--- src/hw/rtl/pac_pkg.sv ---
`timescale 1ns / 1ps
package pac_pkg;

    // Field and datapath widths
    localparam int COORD_W = 24;
    localparam int DIFF_W  = COORD_W + 1;
    localparam int MUL_W   = DIFF_W + 1;
    localparam int PROD_W  = 2 * MUL_W;
    localparam int CROSS_W = 2 * DIFF_W + 1;
    localparam int MAG_W   = CROSS_W - 1;
    localparam int HALF_W  = MAG_W / 2;
    localparam int SQ_W    = 2 * MAG_W + 2;
    localparam int ROOT_W  = SQ_W / 2;
    localparam int AREA_W  = 56;

    localparam int MAX_VERTS_DEF = 32;

    typedef enum logic [3:0] {
        S_LOAD,
        S_DIV_GO,
        S_DIV_WAIT,
        S_RD_FIRST,
        S_GET_FIRST,
        S_RD_NEXT,
        S_GET_NEXT,
        S_MUL,
        S_SQRT_GO,
        S_SQRT_WAIT,
        S_ACC,
        S_OUT
    } state_t;

    typedef enum logic [1:0] {
        AX_X,
        AX_Y,
        AX_Z
    } axis_t;

    // Multiplier schedule: cross-product terms, then the squared halves
    typedef enum logic [3:0] {
        MS_KX_A, MS_KX_B,
        MS_KY_A, MS_KY_B,
        MS_KZ_A, MS_KZ_B,
        MS_XHH, MS_XHL, MS_XLL,
        MS_YHH, MS_YHL, MS_YLL,
        MS_ZHH, MS_ZHL, MS_ZLL,
        MS_DONE
    } mstep_t;

endpackage

--- src/hw/rtl/pac_sqrt.sv ---
`timescale 1ns / 1ps
module pac_sqrt (
    input  logic                          clk,
    input  logic                          rst_n,
    input  logic                          start,
    input  logic [pac_pkg::SQ_W-1:0]      radicand,
    output logic [pac_pkg::ROOT_W-1:0]    root,
    output logic                          done
);

    localparam int RW    = pac_pkg::ROOT_W;
    localparam int REM_W = RW + 2;
    localparam int IT_W  = $clog2(RW);

    logic                     busy_reg;
    logic                     done_reg;
    logic [IT_W-1:0]          it_reg;
    logic [pac_pkg::SQ_W-1:0] rad_reg;
    logic [RW-1:0]            root_reg;
    logic [REM_W-1:0]         rem_reg;
    logic [REM_W+1:0]         rem_sh;
    logic [REM_W+1:0]         trial;
    logic                     fits;
    logic [REM_W+1:0]         rem_diff;

    // Bring down two radicand bits and test root*4+1
    assign rem_sh   = {rem_reg, rad_reg[pac_pkg::SQ_W-1 -: 2]};
    assign trial    = {2'b00, root_reg, 2'b01};
    assign fits     = rem_sh >= trial;
    assign rem_diff = rem_sh - trial;

    assign root = root_reg;
    assign done = done_reg;

    always_ff @(posedge clk or negedge rst_n)
    begin
        if (!rst_n)
        begin
            busy_reg <= 1'b0;
            done_reg <= 1'b0;
            it_reg   <= '0;
        end
        else
        begin
            done_reg <= busy_reg && !start && (it_reg == IT_W'(RW - 1));
            if (start)
            begin
                busy_reg <= 1'b1;
                it_reg   <= '0;
            end
            else if (busy_reg)
            begin
                it_reg <= it_reg + 1'b1;
                if (it_reg == IT_W'(RW - 1))
                    busy_reg <= 1'b0;
            end
        end
    end

    // Advance one root bit a cycle
    always_ff @(posedge clk)
    begin
        if (start)
        begin
            rad_reg  <= radicand;
            root_reg <= '0;
            rem_reg  <= '0;
        end
        else if (busy_reg)
        begin
            rad_reg  <= {rad_reg[pac_pkg::SQ_W-3:0], 2'b00};
            root_reg <= {root_reg[RW-2:0], fits};
            rem_reg  <= fits ? rem_diff[REM_W-1:0] : rem_sh[REM_W-1:0];
        end
    end

endmodule

--- config.mk ---
export PLATFORM = sky130hd
export DESIGN_NAME = pac_sqrt
export DESIGN_NICKNAME = d
export VERILOG_FILES = /design/src/hw/rtl/pac_pkg.sv /design/src/hw/rtl/pac_sqrt.sv
export SDC_FILE = /design/constraint.sdc
export NUM_CORES = 1
export LEC_CHECK = 0
export BUFFER_PORTS_ARGS = -buffer_cell sky130_fd_sc_hd__clkbuf_2
export CAP_MARGIN = 25
export CELL_PAD_IN_SITES_DETAIL_PLACEMENT = 1
export CELL_PAD_IN_SITES_GLOBAL_PLACEMENT = 2
export CORE_MARGIN = 8
export CORE_UTILIZATION = 37
export CTS_CLUSTER_SIZE = 14
export DETAILED_ROUTE_END_ITERATION = 10
export PLACE_DENSITY = 0.76
export SYNTH_ARGS = -nofsm -noshare
export SYNTH_HDL_FRONTEND = slang
export SYNTH_SLANG_ARGS = --single-unit
--- constraint.sdc ---
create_clock -name clk -period 3.5 [get_ports clk]
set_input_delay 0.525 -clock clk [delete_from_list [all_inputs] [get_ports clk]]
set_output_delay 0.525 -clock clk [all_outputs]
set_load 0.01 [all_outputs]
==> results.sh <==
export IMPL_status="finished clean"
export IMPL_cp_cell_sequence="inv_1, ha_1, a21oi_4, o21bai_2, a21o_1, a221o_1, a221o_1, a21o_1, or4_4, a21oi_1, nand3b_1, a21oi_2"
export IMPL_end_kind="flop"
export IMPL_clock_sinks=214
export IMPL_clk_latency_ps=550
export IMPL_r2r_setup_slack_ps=200
export IMPL_drc_errors=0
export IMPL_final_max_slew_violation_count=0
export IMPL_grt_max_degree=93
export IMPL_p_comb_frac=0.514
export IMPL_timing_fmax_mhz=303
export IMPL_placedCellCount=1797
export IMPL_hold_violations=0
export IMPL_grt_pass1_wl_mm=54.2
export IMPL_peakVddDrop_mv=0.453
export IMPL_syn2layout_area_growth_pct=17.6
export IMPL_worstHoldStart="radicand[0]"
export IMPL_drt_iter0_drc=444
export IMPL_yosysTopAreaCell="edfxtp_1"
export IMPL_clockBufferDepth=3
export IMPL_fin_cells=1850
export IMPL_vias=9575
export IMPL_synth_nets=1402
export IMPL_layout_common_cells="clkbuf_2, nor2_1, dfxtp_1"
export IMPL_numCtsBuffers=26
export IMPL_viasPerCell=5.18
export IMPL_syn_inst=1242
export IMPL_clk_pin_slew_ps=60
export IMPL_core_area_um2=32500
export IMPL_nFillCells=3771
export IMPL_hpwl_mm=24.4
export IMPL_grt_total_usage=0.169
export IMPL_synth_edf_count=102
export IMPL_hold_path_endpoint="rad_reg[0]"
export IMPL_rsz0062_at_grt="no"
export IMPL_min_period_ps=3300
export IMPL_finalClockSkew_ps=13.1
export IMPL_yosysSeqAreaShare=0.437
export IMPL_rows=66
export IMPL_fp_dieArea_um2=39100
export IMPL_grt_ovfl_total=0
export IMPL_r2r_end="rem_reg[52]"
export IMPL_power_switching_w=0.00494
export IMPL_die_h_um=198
export IMPL_setup_violations=0
export IMPL_p_sw_frac=0.403
export IMPL_worst_path_max_fanout=8
export IMPL_die_w_um=198
export IMPL_worst_path_max_delay_cell="or4_4"
export IMPL_final_period_utilization=0.942
export IMPL_port_buffers=156
export IMPL_yosys_most_used_dff="dfxtp_1"
export IMPL_power_leakage_nw=6.35
export IMPL_grt_pass1_vias=10041
export IMPL_async_flop_share=0.0374
export IMPL_rr_startpoint="root[35]"
export IMPL_htreeDepth=1
export IMPL_synthesis_area_um2=12200
export IMPL_synth_distinct_cells=75
export IMPL_ant_nets=0
export IMPL_yosysWarnings=0
export IMPL_worst_pin_slew_ps=907
export IMPL_synth_area_top_cells="edfxtp_1, dfxtp_1, mux2_2"
export IMPL_yosysTopAreaCellShare=0.251
export IMPL_postSynthAreaPerCell_um2=9.84
export IMPL_hp_class="primary input to flop"
export IMPL_wl_per_cell_um=18.0
export IMPL_drv_cap=0
export IMPL_seq_power_share=0.267
export IMPL_cp_start_kind="flop"
export IMPL_antenna_found_initial=4
export IMPL_intPower_w=0.00732
export IMPL_ys_seq_elements=214
export IMPL_setup_tns_ps=0
export IMPL_totalWireLength_mm=33.3
export IMPL_min_path_cells=2
export IMPL_cts_tree="done"
export IMPL_critPathKind="flop to flop"
export IMPL_cp_data_required_time_ps=3900
export IMPL_cp_arrival_ps=3700
export IMPL_max_stage_delay_ps=510
export IMPL_worstRegToRegCells=12
export IMPL_relSlewSlack=0.395
export IMPL_utilization=0.441
export IMPL_drive_above_1_share=0.249
export IMPL_start_util=0.376
export IMPL_cts_root_buffer_cell="clkbuf_16"
export IMPL_clkPwrFrac=0.219
export IMPL_p_per_area_nw_per_um2=853
export IMPL_pin_count=157
export IMPL_final_common_cell="clkbuf_2"
export IMPL_firstDrtPassIters=4
export IMPL_largest_reg_flops=102
export IMPL_nNetsFinal=1549
export IMPL_gp_congestion=0.817
## stage by stage
stage / area (um^2) / hold slack (ps) / setup slack, ps / power (W)
floorplan: 12200 / 229 / 513 / 0.00782
global placement: 13400 / 391 / 211 / 0.00946
detailed placement: 13400 / 387 / 131 / 0.00951
CTS: 14300 / 232 / 118 / 0.0123
global route: 14400 / 245 / 1.02 / 0.0132
finish: 14400 / 259 / 202 / 0.0123
## power by group through the flow
stage | logic (W) | registers [W] | clock network (W)
floorplan | 0.00459 | 0.00322 | 0
global placement | 0.00614 | 0.00331 | 0
detailed placement | 0.00619 | 0.00332 | 0
CTS | 0.00624 | 0.00327 | 0.00279
global route | 0.00703 | 0.00332 | 0.00287
finish | 0.00630 | 0.00327 | 0.00269
## final cells by class
type                            count  area [um^2]  area share
Sequential cell                   214         5350       0.372
Clock buffer                       41          747      0.0520
Timing Repair Buffer              193         1110      0.0774
Clock inverter                      5          100     0.00697
Tap cell                          442          553      0.0385
Multi-Input combinational cell    882         6230       0.434
Inverter                           72          270      0.0188
Antenna cell                        1         2.50    0.000174
## cells by family (layout without fill, tap and decap cells)
logic type | Yosys count | in the layout | synth area share
compound gates | 264 | 264 | 0.145
simple gates | 357 | 357 | 0.132
mux | 161 | 161 | 0.142
flops | 214 | 214 | 0.437
other cells | 0 | 1 | 0
buf+inv | 146 | 311 | 0.0545
xor+xnor | 45 | 45 | 0.0323
fa+ha+maj | 55 | 55 | 0.0563
## synthesized netlist by cell type (all sizes together) (14+ instances only)
cell    number
a21o        34
a21oi       73
a311oi      28
buf         20
clkbuf      54
dfxtp      104
edfxtp     102
ha          55
inv         72
mux2       102
mux2i       59
nand2      102
nand3       20
nand4       21
nor2       140
nor3        14
o21ai       48
xnor2       27
xor2        18
## how the worst max path moves through the flow
stage	from	endpoint	slack, ps	cells past startpoint
3_5_place_dp	root[16]	rem_reg[28]	130	13
5_1_grt	root[10]	rem_reg[48]	1	14
3_3_place_gp	root[35]	rem_reg[52]	210	12
2_1_floorplan	root[35]	rem_reg[52]	510	13
6_report	root[35]	rem_reg[52]	200	12
4_1_cts	root[16]	rem_reg[28]	120	13
## worst max-delay path, delay by kind of cell (launching register included)
kind | cells | cell delay (ps)
buffers and inverters | 1 | 60
flip-flops | 1 | 370
adder cells (fa/ha/maj) | 1 | 430
AO/OA/AOI/OAI | 8 | 1650
AND/OR/NAND/NOR | 2 | 640
## per-layer routing
layer,track usage,wire length (um),up-vias
li1,-,-,4760
met1,0.222,15300,4586
met2,0.261,14500,173
met3,0.0618,2650,48
met4,0.0376,709,8
met5,0,52,-
## timing repair
action                                  CTS  global route
setup buffers                             0             5
endpoints found under the setup margin    0             7
hold buffers                              1             0
gates resized for setup                   0             6
endpoints found under the hold margin     8             0
No activity file was read; power rests on OpenSTA's default activity.
