==> config.mk <==
export PLATFORM = sky130hd
export DESIGN_NAME = pac_div
export DESIGN_NICKNAME = d
export VERILOG_FILES = /design/src/hw/rtl/pac_pkg.sv /design/src/hw/rtl/pac_div.sv
export SDC_FILE = /design/constraint.sdc
export NUM_CORES = 1
export LEC_CHECK = 0
export ABC_AREA = 1
export BUFFER_PORTS_ARGS = -buffer_cell sky130_fd_sc_hd__buf_2
export CAP_MARGIN = 20
export CORE_ASPECT_RATIO = 1.2
export CORE_UTILIZATION = 30
export DETAILED_ROUTE_END_ITERATION = 7
export REMOVE_ABC_BUFFERS = 1
export SLEW_MARGIN = 20
export SYNTH_ARGS = -nofsm -noshare
export SYNTH_HDL_FRONTEND = slang
export SYNTH_SLANG_ARGS = --single-unit
==> constraint.sdc <==
create_clock -name clk -period 1.6 [get_ports clk]
set_input_delay 0.16 -clock clk [delete_from_list [all_inputs] [get_ports clk]]
set_output_delay 0.16 -clock clk [all_outputs]
set_load 0.01 [all_outputs]
==> src/hw/rtl/pac_pkg.sv <==
`timescale 1ns / 1ps
package pac_pkg;

    // Field and datapath widths
    localparam int COORD_W = 24;
    localparam int DIFF_W  = COORD_W + 1;
    localparam int MUL_W   = DIFF_W + 1;
    localparam int PROD_W  = 2 * MUL_W;
    localparam int CROSS_W = 2 * DIFF_W + 1;
    localparam int MAG_W   = CROSS_W - 1;
    localparam int HALF_W  = MAG_W / 2;
    localparam int SQ_W    = 2 * MAG_W + 2;
    localparam int ROOT_W  = SQ_W / 2;
    localparam int AREA_W  = 56;

    localparam int MAX_VERTS_DEF = 32;

    typedef enum logic [3:0] {
        S_LOAD,
        S_DIV_GO,
        S_DIV_WAIT,
        S_RD_FIRST,
        S_GET_FIRST,
        S_RD_NEXT,
        S_GET_NEXT,
        S_MUL,
        S_SQRT_GO,
        S_SQRT_WAIT,
        S_ACC,
        S_OUT
    } state_t;

    typedef enum logic [1:0] {
        AX_X,
        AX_Y,
        AX_Z
    } axis_t;

    // Multiplier schedule: cross-product terms, then the squared halves
    typedef enum logic [3:0] {
        MS_KX_A, MS_KX_B,
        MS_KY_A, MS_KY_B,
        MS_KZ_A, MS_KZ_B,
        MS_XHH, MS_XHL, MS_XLL,
        MS_YHH, MS_YHL, MS_YLL,
        MS_ZHH, MS_ZHL, MS_ZLL,
        MS_DONE
    } mstep_t;

endpackage

==> src/hw/rtl/pac_div.sv <==
`timescale 1ns / 1ps
module pac_div #(
    parameter int SUM_W = 29,
    parameter int CNT_W = 6
) (
    input  logic                              clk,
    input  logic                              rst_n,
    input  logic                              start,
    input  logic signed [SUM_W-1:0]           dividend,
    input  logic        [CNT_W-1:0]           divisor,
    output logic signed [pac_pkg::COORD_W-1:0] quotient,
    output logic                              done
);

    localparam int IT_W = $clog2(SUM_W);

    logic                busy_reg;
    logic                done_reg;
    logic [IT_W-1:0]     it_reg;
    logic                neg_reg;
    logic [SUM_W-1:0]    q_reg;
    logic [CNT_W-1:0]    rem_reg;
    logic [CNT_W-1:0]    d_reg;
    logic [CNT_W:0]      rem_sh;
    logic [CNT_W:0]      rem_diff;
    logic                fits;
    logic [SUM_W-1:0]    mag;
    logic [pac_pkg::COORD_W-1:0] q_low;

    // Take magnitude of the signed sum
    assign mag      = dividend[SUM_W-1] ? (~dividend + 1'b1) : dividend;
    // One restoring step
    assign rem_sh   = {rem_reg, q_reg[SUM_W-1]};
    assign rem_diff = rem_sh - {1'b0, d_reg};
    assign fits     = rem_sh >= {1'b0, d_reg};

    // Restore sign, truncating toward zero
    assign q_low    = q_reg[pac_pkg::COORD_W-1:0];
    assign quotient = neg_reg ? -$signed(q_low) : $signed(q_low);
    assign done     = done_reg;

    always_ff @(posedge clk or negedge rst_n)
    begin
        if (!rst_n)
        begin
            busy_reg <= 1'b0;
            done_reg <= 1'b0;
            it_reg   <= '0;
        end
        else
        begin
            done_reg <= busy_reg && !start && (it_reg == IT_W'(SUM_W - 1));
            if (start)
            begin
                busy_reg <= 1'b1;
                it_reg   <= '0;
            end
            else if (busy_reg)
            begin
                it_reg <= it_reg + 1'b1;
                if (it_reg == IT_W'(SUM_W - 1))
                    busy_reg <= 1'b0;
            end
        end
    end

    // Advance quotient and remainder one bit a cycle
    always_ff @(posedge clk)
    begin
        if (start)
        begin
            neg_reg <= dividend[SUM_W-1];
            q_reg   <= mag;
            rem_reg <= '0;
            d_reg   <= divisor;
        end
        else if (busy_reg)
        begin
            q_reg   <= {q_reg[SUM_W-2:0], fits};
            rem_reg <= fits ? rem_diff[CNT_W-1:0] : rem_sh[CNT_W-1:0];
        end
    end

endmodule

==> metrics.md, run 1 <==
| Metric | Value |
|---|---|
| Period utilization | `1.26` |
| Peak VDD IR | `0.459 mV` |
| Synth area leader | `edfxtp_1` |
| Root Buffer | `clkbuf_16` |
| Top cell type's share of synthesized area | `0.287` |
| Met3 wire len | `432 um` |
| First-pass GRT wire length | `18.4 mm` |
| Pwr per Cell Area | `1010 mW/mm2` |
| Post-Place Worst Slack | `-167 ps` |
| Post-synth ARST share | `0.143` |
| Synth area leaders | `edfxtp_1 29%, nand2_1 16%, nand3_1 7.2%` |
| Max Cap Violations | `0` |
| CTS H-tree depth | `2` |
| Failing checks | `setup timing` |
| Register Area | `0.00138 mm2` |
| Antenna violations before repair | `0` |
| Slew HR | `0.689` |
| Largest net degree at the start of global routing | `38` |
| Number of global-route vias before repair | `3946` |
| Rows | `44` |
| Met1 WL | `4.82 mm` |
| Status | `finished with violations` |
| EDFF count, synth | `36` |
| Nets | `719` |
| Final setup violation count | `24` |
| Starting density of the core | `0.310` |
| Congestion Overflow GR | `0` |
| Largest register FFs | `29` |
| Yosys reg bits | `49` |
| Mapped Cells | `542` |
| Final core occ | `0.433` |
| Clock skew | `9.04 ps` |
| Via count | `3945` |
| ANT cells | `0` |
| Clock latency at the later pin of the worst-skew pair | `290 ps` |
| Met2 Wirelength | `5.84 mm` |
| Leak Pwr | `2.49 nW` |
| Die area | `0.0130 mm2` |
| CTS tree | `done` |
| Area occupied by multi-input gates | `0.00236 mm2` |
| Core ar. | `0.0122 mm2` |
| Fmax achieved | `494 MHz` |
| Least-Margin Pin Slew | `462 ps` |
| Post-route ant nets | `0` |
| Critical-path maximum fanout | `3` |
| Worst-path cell chain | `inv_2 > buf_4 > nand3_2 > nor2_4 > nand2_4 > o21ai_2 > xor2_1 > buf_2` |
| Critical path class | `flop to output pin` |
| Vias per cell | `4.75` |
| CTS Buf Count | `5` |
| Worst Setup Start Kind | `flop` |
| Max incr delay on CP | `400 ps` |
| Prevailing post-synth register cell | `edfxtp_1` |
| Synthesis-to-finish area growth | `39.7%` |
| Hold Path Class | `primary input to flop` |
| Clk buf depth | `2` |
| RSZ-0062 raised after global routing | `true` |
| DRC Markers | `0` |
| Slew Limit Fails | `0` |
| Top Metal Used | `met4` |
| Routed WL | `11.3 mm` |
| Flop-to-flop setup slack | `-50 ps` |
| Worst-path clk slew | `70 ps` |
| PortBufs | `62` |
| Final min period | `2020 ps` |
| Setup_tns | `-6160 ps` |
| Initial DRC count | `170` |
| Filler cells | `1242` |
| Crit path capture type | `output pin` |
| Clock tree sinks | `49` |
| DRT Pass-1 Iters | `4` |
| Top-level I/O count | `63` |
| Post-Syn Area | `0.00377 mm2` |
| Final hold slack | `50.8 ps` |
| GPL Wtd Cong | `0.884` |
| Critical Path AT | `1860 ps` |
| GRT Overall Usage | `0.176` |
| Hold Vio Cnt, Final | `0` |
| Fraction of layout cells with a size suffix above 1 | `0.331` |
| Seq/Total Area, Yosys | `0.365` |
| Warnings from Yosys | `0` |
| Fin worst setup slack | `-423 ps` |
| Worst EP required | `1440 ps` |
| Die width | `104 um` |
| Hpwl dp | `8.63 mm` |
| Design area | `0.00527 mm2` |
| Avg WL per Cell | `13.6 um` |
| Syn_area_per_cell | `6.96 um2` |
| Chip Height | `125 um` |
| Synth cell types | `36` |
| Slowest stage cell, crit path | `edfxtp_1` |
| DP Area | `0.00467 mm2` |
-- report_power, final --
group,internal [mW],switching [mW],leakage [nW],total [mW]
sequential,1.56,0.161,0.526,1.72
clock,0.671,0.462,0.0805,1.13
combinational,1.16,1.31,1.88,2.46
-- critical path: cells and delay by family (launching register included) --
kind / cells / cell delay (ps)
simple gates: 3 / 390
xor+xnor: 1 / 220
buf+inv: 3 / 390
compound gates: 1 / 170
flops: 1 / 400
-- final timing paths --
path / startpoint / end / depth (start not counted)
max: q_reg[0] / quotient[17] / 8
min: divisor[2] / d_reg[2] / 1
max reg2reg: q_reg[28] / rem_reg[4] / 8
min reg2reg: it_reg[4] / it_reg[4] / 1
max in group asynchronous: rst_n / it_reg[1] / 2
min in group asynchronous: rst_n / it_reg[3] / 2
-- cell usage after synthesis (2+ instances only) --
master    instances
ha_1             11
buf_2             2
nand2_2           5
dfrtp_1           7
nor2_2            6
and2_1            2
buf_4             4
nand3b_1          2
inv_1            63
edfxtp_1         36
nor2_1           60
nand2_1         160
o21ai_0          33
nor3_1            3
clkbuf_1          7
inv_2             4
nand3_1          54
o21ai_1          14
nand4_1          15
nor2_4            2
a21oi_1           6
dfxtp_1           6
xor2_1           19
xnor2_1           9
-- cell families (layout without fill, tap and decap cells) --
group | after synthesis | count (layout) | share of synthesized area
flip-flops | 49 | 49 | 0.365
buffers and inverters | 83 | 211 | 0.0896
XOR/XNOR | 28 | 28 | 0.0650
adder cells (fa/ha/maj) | 12 | 12 | 0.0418
AO/OA/AOI/OAI | 58 | 58 | 0.0806
AND/OR/NAND/NOR | 312 | 312 | 0.358
-- per-stage QoR --
stage	cells	power (mW)
3_3_place_gp	809	3.63
2_1_floorplan	527	2.74
5_1_grt	831	5.66
4_1_cts	828	5.08
6_report	831	5.32
3_5_place_dp	809	3.66
-- cell usage in the layout (no fill, tap or decap), drive strengths merged, types with 2 or more instances in the layout --
cell type  instances
a21oi              7
and2               2
buf              133
clkbuf             7
clkinvlp           2
dfrtp              7
dfxtp              6
edfxtp            36
ha                11
inv               67
nand2            166
nand3             55
nand3b             2
nand4             15
nor2              68
nor3               3
o21ai             48
xnor2              9
xor2              19
-- cell type report --
type                       instances  area share
timing repair buffer             134       0.173
multi-input combinational        410       0.447
timing repair inverter             1    0.000950
clock inverter                     1     0.00166
clock buffer                       7      0.0290
inverter                          68      0.0492
sequential                        49       0.261
tap                              161      0.0382
-- layer usage --
layer	up-vias	global-route usage
met4	0	0.0555
met3	15	0.0256
met1	1835	0.206
met5	-	0
met2	89	0.324
li1	2006	-
-- repair_timing --
item | in CTS | in global routing
hold buffers | 1 | 0
pin swaps | 24 | 19
setup buffers | 9 | 3
setup endpoints to repair | 29 | 29
gates resized for setup | 47 | 36
gates cloned | 1 | 0
endpoints found under the hold margin | 7 | 0
Note: power is estimated with default switching activity, not from simulation.
==> inputs of run 2 (changes only) <==
--- a/config.mk
+++ b/config.mk
@@ -11,6 +11,7 @@
 export CORE_ASPECT_RATIO = 1.2
 export CORE_UTILIZATION = 30
 export DETAILED_ROUTE_END_ITERATION = 7
+export PLACE_DENSITY = 0.5
 export REMOVE_ABC_BUFFERS = 1
 export SLEW_MARGIN = 20
 export SYNTH_ARGS = -nofsm -noshare
==> run 2 against run 1 <==
Net effect:
- the flow still finishes with violations (setup timing)
- combinational power barely moved
- sequential power hardly changed
- total power shrank 1.4%
==> metrics.md, run 2 (synthesis gave the netlist of run 1 again) <==
| Metric | Value |
|---|---|
| Status | `finished with violations (unchanged)` |
| Failing checks | `setup timing (unchanged)` |
| WHS Path Cells | `1 (unchanged)` |
| DRC Markers | `0 (unchanged)` |
| Clk buf depth | `2 (unchanged)` |
| Largest net degree at the start of global routing | `34 (was 38)` |
| Post-route ant nets | `0 (unchanged)` |
| Worst Setup Start Kind | `flop (unchanged)` |
| Reg2reg end | `rem_reg[4] (unchanged)` |
| Leak Pwr | `2.51 nW (was 2.49 nW)` |
| Slowest stage cell, crit path | `edfxtp_1 (unchanged)` |
| RSZ-0062 raised after global routing | `true (unchanged)` |
| Met2 Wirelength | `5.95 mm (was 5.84 mm)` |
| Starting density of the core | `0.310 (unchanged)` |
| Core ar. | `0.0122 mm2 (unchanged)` |
| Die width | `104 um (unchanged)` |
| CTS H-tree depth | `2 (unchanged)` |
| Met1 WL | `4.81 mm (was 4.82 mm)` |
| Die area | `0.0130 mm2 (unchanged)` |
| Antenna violations before repair | `0 (unchanged)` |
| PortBufs | `62 (unchanged)` |
| Most common cell after layout, fill and taps aside | `nand2_1 (unchanged)` |
| Hold wc startpoint | `divisor[1] (was divisor[2])` |
| Setup_tns | `-6330 ps (was -6160 ps)` |
| Nets | `733 (was 719)` |
| Worst EP required | `1440 ps (about the same)` |
| Most frequent cells in the layout | `148 x nand2_1, 80 x buf_4, 62 x buf_2, 52 x inv_1, 51 x nor2_1 (was 145 x nand2_1, 63 x buf_4, 62 x buf_2, 55 x inv_1)` |
| Flop-to-flop setup slack | `0 ps (was -50 ps)` |
| Tot Pwr | `5.25 mW (was 5.32 mW)` |
| Routed WL | `11.1 mm (was 11.3 mm)` |
| Top-level I/O count | `63 (unchanged)` |
| Top Metal Used | `met4 (unchanged)` |
| ANT cells | `0 (unchanged)` |
| Slew HR | `0.683 (was 0.689)` |
| Pwr per Cell Area | `993 mW/mm2 (was 1010 mW/mm2)` |
| Number of global-route vias before repair | `3794 (was 3946)` |
| GRT Overall Usage | `0.173 (was 0.176)` |
| Rows | `44 (unchanged)` |
| Worst-path cell chain | `inv_2 > ha_2 > nand2_2 > nor2_4 > inv_2 > nor2_4 > nand2_2 > o21ai_2 > inv_1 > nand2_1 > nand2_1 > buf_2 (was inv_2 > buf_4 > nand3_2 > nor2_4 > nand2_4 > o21ai_2 > xor2_1 > buf_2)` |
| Critical-path maximum fanout | `3 (unchanged)` |
| Period utilization | `1.25 (was 1.26)` |
| Fin worst setup slack | `-400 ps (was -423 ps)` |
| Least-Margin Pin Slew | `470 ps (was 462 ps)` |
| Largest register FFs | `29 (unchanged)` |
| CP startpoint | `q_reg[1] (was q_reg[0])` |
| Root Buffer | `clkbuf_16 (unchanged)` |
| First-pass GRT wire length | `17.9 mm (was 18.4 mm)` |
| Max Cap Violations | `0 (unchanged)` |
| Worst r2r path cells | `7 (was 8)` |
| Max incr delay on CP | `410 ps (was 400 ps)` |
| Critical Path AT | `1840 ps (was 1860 ps)` |
| CTS tree | `done (unchanged)` |
| Hpwl dp | `8.87 mm (was 8.63 mm)` |
| CP endpoint | `quotient[12] (was quotient[17])` |
| Initial DRC count | `138 (was 170)` |
| Chip Height | `125 um (unchanged)` |
| Final min period | `2000 ps (was 2020 ps)` |
| Via count | `3917 (was 3945)` |
| DRT Pass-1 Iters | `6 (was 4)` |
| Clock skew | `6.60 ps (was 9.04 ps)` |
| Fraction of layout cells with a size suffix above 1 | `0.339 (was 0.331)` |
| Final setup violation count | `22 (was 24)` |
| Clock tree sinks | `49 (unchanged)` |
| CTS Buf Count | `5 (unchanged)` |
| Slew Limit Fails | `0 (unchanged)` |
| Fmax achieved | `500 MHz (was 494 MHz)` |
| Hold Vio Cnt, Final | `0 (unchanged)` |
| Worst-path clk slew | `70 ps (about the same)` |
| Critical path class | `flop to output pin (unchanged)` |
| Synthesis-to-finish area growth | `40.0% (was 39.7%)` |
| Congestion Overflow GR | `0 (unchanged)` |
| Met3 wire len | `298 um (was 432 um)` |
| Hold Path Class | `primary input to flop (unchanged)` |
| Avg WL per Cell | `13.2 um (was 13.6 um)` |
| Vias per cell | `4.64 (was 4.75)` |
| Clock latency at the later pin of the worst-skew pair | `300 ps (was 290 ps)` |
| Crit path capture type | `output pin (unchanged)` |
| Peak VDD IR | `0.438 mV (was 0.459 mV)` |
| GPL Wtd Cong | `0.846 (was 0.884)` |
| Reg2Reg Launch Point | `d_reg[0] (was q_reg[28])` |
run 2: cell types whose count changed in the layout (fill, tap and decap cells not counted), sizes merged:
cell    before  now
buf        133  148
clkinv       1    2
clkbuf       7    5
run 2: how the worst min path moves through the flow:
stage,end,slack [ps]
after floorplan,busy_reg,-140
after global placement,it_reg[2],1
after detailed placement,it_reg[2],8
after CTS,d_reg[1],30
after global routing,d_reg[1],30
final,d_reg[1],40
run 2: worst max-delay path: cells and delay by family, from the launching register on:
kind,cells,cell delay (ps)
flops,1,410
compound gates,1,160
buf+inv,4,320
simple gates,6,460
fa+ha+maj,1,180
run 2: area by class of cell:
| class | count | area, um2 |
|---|---|---|
| clock buffer | 5 | 125 |
| multi-input combinational | 410 | 2290 |
| clock inverter | 3 | 21.3 |
| sequential | 49 | 1380 |
| inverter | 68 | 262 |
| fill | 1262 | 6880 |
| tap | 161 | 201 |
| timing repair buffer | 149 | 1010 |
run 2: what timing repair did:
action                                  CTS  global route
pin swaps                                11            25
hold buffers                              1             0
hold endpoints to repair                  7             0
resized for setup                        33            40
setup buffers                             4            11
endpoints found under the setup margin   28            30
run 2: where the power goes:
group          total [mW]  switching, mW  internal [mW]
Combinational        2.46           1.27           1.19
Clock                1.07          0.489          0.583
Sequential           1.71          0.152           1.56
run 2: metrics by stage:
stage	cells	setup slack, ps	hold slack, ps	cell area [um2]	utilization
after floorplan	527	-74.7	-136	3690	-
after global placement	821	-167	1.25	4760	0.391
after detailed placement	821	-197	8.01	4760	0.391
after CTS	834	-406	27.4	5050	0.415
after global routing	845	-505	31.8	5280	0.434
final	845	-400	40.0	5280	0.434
run 2: per-layer routing:
| metal | vias up | track usage |
|---|---|---|
| met2 | 63 | 0.331 |
| met3 | 6 | 0.0256 |
| li1 | 2041 | - |
| met4 | 0 | 0.0361 |
| met1 | 1807 | 0.199 |
| met5 | - | 0 |
